===== config.mk =====
export PLATFORM = sky130hd
export DESIGN_NAME = ilid_cell
export DESIGN_NICKNAME = d
export VERILOG_FILES = /design/src/rtl/core/ilid_pkg.sv /design/src/rtl/core/ilid_cell.sv
export SDC_FILE = /design/constraint.sdc
export NUM_CORES = 1
export LEC_CHECK = 0
export ABC_AREA = 1
export BUFFER_PORTS_ARGS = -buffer_cell sky130_fd_sc_hd__buf_2
export CORE_UTILIZATION = 45
export DETAILED_ROUTE_END_ITERATION = 12
export GPL_TIMING_DRIVEN = 0
export MAX_ROUTING_LAYER = met4
export PLACE_DENSITY = 0.89
export SLEW_MARGIN = 20
export SYNTH_ARGS = -nofsm -noshare
export SYNTH_HDL_FRONTEND = slang
export SYNTH_SLANG_ARGS = --single-unit

===== constraint.sdc =====
create_clock -name i_clk -period 5.96 [get_ports i_clk]
set_input_delay 1.192 -clock i_clk [delete_from_list [all_inputs] [get_ports i_clk]]
set_output_delay 1.192 -clock i_clk [all_outputs]
set_load 0.02 [all_outputs]

===== src/rtl/core/ilid_pkg.sv =====
// Shared types, widths and codes for the indexed list block.
package ilid_pkg;

    localparam int CAPACITY = 64;
    localparam int POS_W    = 7;
    localparam int VAL_W    = 32;
    localparam int CNT_W    = $clog2(CAPACITY + 1);
    localparam int CMP_W    = (CNT_W > POS_W) ? CNT_W : POS_W;

    typedef enum logic [2:0] {
        KIND_GET      = 3'd0,
        KIND_ADD_HEAD = 3'd1,
        KIND_ADD_TAIL = 3'd2,
        KIND_ADD_AT   = 3'd3,
        KIND_DEL_AT   = 3'd4
    } t_kind;

    typedef enum logic [1:0] {
        ST_OK    = 2'd0,
        ST_RANGE = 2'd1,
        ST_FULL  = 2'd2
    } t_status;

    // Broadcast to every cell of the chain in the same cycle.
    typedef struct packed {
        logic             ins;
        logic             del;
        logic [CMP_W-1:0] pos;
        logic [VAL_W-1:0] value;
    } t_cell_cmd;

endpackage


===== src/rtl/core/ilid_cell.sv =====
// One list slot: holds an entry and shifts it to or from its neighbors.
module ilid_cell (
    input  logic                           i_clk,
    input  logic [ilid_pkg::CMP_W-1:0]     i_index,
    input  ilid_pkg::t_cell_cmd            i_cmd,
    input  logic [ilid_pkg::VAL_W-1:0]     i_lower,
    input  logic [ilid_pkg::VAL_W-1:0]     i_upper,
    output logic [ilid_pkg::VAL_W-1:0]     o_value,
    output logic [ilid_pkg::VAL_W-1:0]     o_read
);

    logic [ilid_pkg::VAL_W-1:0] r_value;
    logic [ilid_pkg::VAL_W-1:0] n_value;

    always_comb begin
        n_value = r_value;
        if (i_cmd.ins) begin
            if (i_index > i_cmd.pos) begin
                n_value = i_lower;
            end else if (i_index == i_cmd.pos) begin
                n_value = i_cmd.value;
            end
        end else if (i_cmd.del) begin
            if (i_index >= i_cmd.pos) begin
                n_value = i_upper;
            end
        end
    end

    always_ff @(posedge i_clk) begin
        r_value <= n_value;
    end

    assign o_value = r_value;
    // Drive the read bus only from the addressed slot.
    assign o_read  = (i_index == i_cmd.pos) ? r_value : '0;

endmodule


; Word-level counts from Yosys, hierarchy flattened
; Index checks and enable logic that the tools add are counted.
; W data, S select, Z words.
[totals]
output_inout_bits = 64
register_bits = 32
wordCells = 14
inputBits = 113
[classes]
n_reduce_logical = 3
muxes = 6
eq_ne = 2
magnitude_cmp = 2
[ops]
columns = op, count
row1 = $mux W32, 6
row2 = $eq A7 B7 Y1, 1
row3 = $ge A7 B7 Y1, 1
row4 = $gt A7 B7 Y1, 1
row5 = $reduce_bool A2 Y1, 2
row6 = $ne A3 B1 Y1 const B, 1
row7 = $reduce_and A3 Y1, 1

; Depth between registers and ports, before layout
[depth]
word_depth = 4
mapped_depth = 12
mapped_depth_nobuf = 11

; Least setup slack after synthesis
; OpenSTA, ideal clock, no wires.
[synth_path]
kind = input -> output
start = in i_cmd[38] in the netlist's numbering
end = out o_read[10] in the netlist's numbering
stages = 8
arrival_time_ns = 2.452
slack_ns = 2.316
n_path_buf = 2
required_time_ns = 4.768
cell_sequence = inv_1 ha_1 nand2_2 nor2_4 nand4_4 buf_6 clkbuf_1 nor2_1
[synth_via]
elab_chain_len = 2
[synth_rtl]
columns = item, line
row1 = from (decl), ilid_cell.sv:5  ; input ilid_pkg::t_cell_cmd i_cmd,
row2 = $eq A7 B7 Y1, ilid_cell.sv:36  ; assign o_read = (i_index == i_cmd.pos) ? r_value : '0;
row3 = $mux W32, ilid_cell.sv:36
row4 = to (decl), ilid_cell.sv:9  ; output logic [ilid_pkg::VAL_W-1:0] o_read
; No other way between the ends.

; Worst setup path after layout
[layout_path]
start = in i_cmd[38] in the netlist's numbering
end = out o_read[7] in the netlist's numbering
; The elaborated chain is that of the path after synthesis.

==> metrics.yaml <==
power_and_ir_drop:
  finalPower_mw: 0.7156
  p_leak_nw: 2.311
  p_per_area_nw_per_um2: 201.9
  ir_drop_mv: 0.1097
detailed_routing:
  drt_pass1_iterations: 4
  via_per_inst: 4.537
  first_iter_violations: 102
  antenna_left: 0
  vias: 2858
  wl_per_cell_um: 10.76
  drt-total-wl_um: 6780
  drc: 0
global_route:
  first_global_vias: 2642
  grt_pass1_wl_um: 10920
  antenna_found_initial: 0
  track_usage_pct: 23.83
  grt_overflow: 0
  grt_max_degree: 33
placement:
  place_area_sq_um: 3465
  port_buffers: 175
  pre_cts_slack_ns: 2.099
  dp.final_hpwl_um: 5554
  gp_congestion: 0.8934
  place_inst: 622
setup_path:
  critPathCaptureType: "output port"
  crit_type: "in2out"
  cp-start-kind: "input port"
  path_max_fanout: 10
  worstPathArrival_ns: 2.65
  cp.required_ns: 4.77
clock_network:
  cts_hold_buf: 0
  clock_sinks: 32
  cts_tree: "done"
  cts-resized-gates: 0
  cts_setup_buffers: 0
  root_buffer: "clkbuf_8"
  cts_max_level: 2
  cts_buffer_depth: 2
  path_clk_slew_ns: 0.07
  cts_buffers: 5
floorplan:
  fp.dieW_um: 76.55
  pin_count: 177
  rows: 26
  fp.dieH_um: 76.55
  core-area_sq_um: 5238
  die_area_sq_um: 5860
  start_util_pct: 47.75
job:
  maxCapViolations: 0
logic_synthesis:
  ys_seq_elements: 32
  synth_cell_types: 16
  synth_mux_area_share_pct: 0
  synthAdderAreaFrac_pct: 3.502
  avgSynthCellArea_sq_um: 6.634
  yosys.area_share.simple_pct: 35.72
  synth_nets: 497
  synth_area_sq_um: 2501
  synth_top_family_by_area: "simple AND/OR/NAND/NOR gates"
  synth_area_leader_cell: "edfxtp_1"
  yosysWarnings: 0
  synth_cells: 377
  yosys-top-cells-area: "edfxtp_1, inv_1, nand2_1, nand3_1, nor2_1"
  synth_xor_area_share_pct: 0
  synth_compound_area_share_pct: 0.7504
  synth_top_area_share_pct: 38.42
  synth_seq_area_share_pct: 38.42
cells_and_area:
  largest_reg_flops: 32
  final_core_util_pct: 67.68
  drive_gt1_share_pct: 35.00
  fillers: 451
  diodes: 0
  finalNonFillerCells: 630
  syn2layout_area_growth_pct: 41.72
  most-common-layout-cells: "buf_2, inv_1, nand2_1, nand3_1"
  design_area_sq_um: 3545
  layout_commonest_cell: "buf_2"
  fin_nets: 679
sta:
  setup_tns_ns: 0
  max_slew.worst_pin.slew_ns: 0.6528
  slew_headroom_pct: 56.42
  drv_slew: 0
  period_share_pct: 64.51
  max_clock_freq_mhz: 260.1
  hold_viol_final: 0
  grt_setup_unrepaired: "no"
  finalSetupViolations: 0
  fin_crit_ns: 3.845
  worst_slack_ns: 2.115
  fin_hold_ws_ns: 1.193
hold_path:
  hold_path_class: "in2reg"
run_status:
  status: "complete, no violations"
==> critical path, stage by stage <==
cell and delay [ns]:
buf_2 0.07, inv_1 0.03, ha_1 0.29, nand2_2 0.08, nor2_4 0.13, nand4_4 0.12
buf_6 0.18, clkbuf_1 0.22, nor2_1 0.15, buf_2 0.18
==> cells in the mapped netlist <==
library cell,n
nand4_4,1
nand2_1,103
buf_4,3
o21ai_0,1
buf_6,6
a21oi_1,1
clkbuf_1,11
a21oi_2,1
inv_1,109
nand2_2,2
nand3_1,66
ha_1,7
nand2_4,1
nor2_1,32
edfxtp_1,32
nor2_4,1
==> cells by family after synthesis <==
kind of cell,Yosys count
DFF,32
AOI/OAI and AO/OA,3
and+or+nand+nor,206
buffers and inverters,129
adders and majority gates,7
==> metal layers <==
metal	global-route usage, %	wire (um)	vias to the layer above
li1	-	-	1477
met1	24.60	2681	1234
met2	43.51	3561	125
met3	4.192	325	22
met4	11.35	212	0
met5	-	0	-
==> power by group <==
part | switching, mW | internal [mW] | leakage [nW]
Sequential | 0.0175 | 0.295 | 0.301
Clock | 0.0704 | 0.0811 | 0.0399
Combinational | 0.156 | 0.0956 | 1.97
==> layout make-up <==
cell class                      instances  area [sq um]  share of cell area, %
Tap cell                               70         87.58                  2.471
Clock buffer                            7         76.32                  2.153
Inverter                              109         409.1                  11.54
Sequential cell                        32         960.9                  27.11
Buffer                                 20         131.4                  3.706
Clock inverter                          1         3.754                 0.1059
Multi-Input combinational cell        216         999.7                  28.20
Timing Repair Buffer                  175         875.8                  24.71
==> path summary, 6_finish.rpt <==
kind / startpoint / end / slack, ns / depth (start not counted)
hold / removal: i_upper[0] / o_value[0] / 1.19 / 3
setup / recovery: i_cmd[38] / o_read[7] / 2.12 / 10
(Power assumes the default switching activity.)
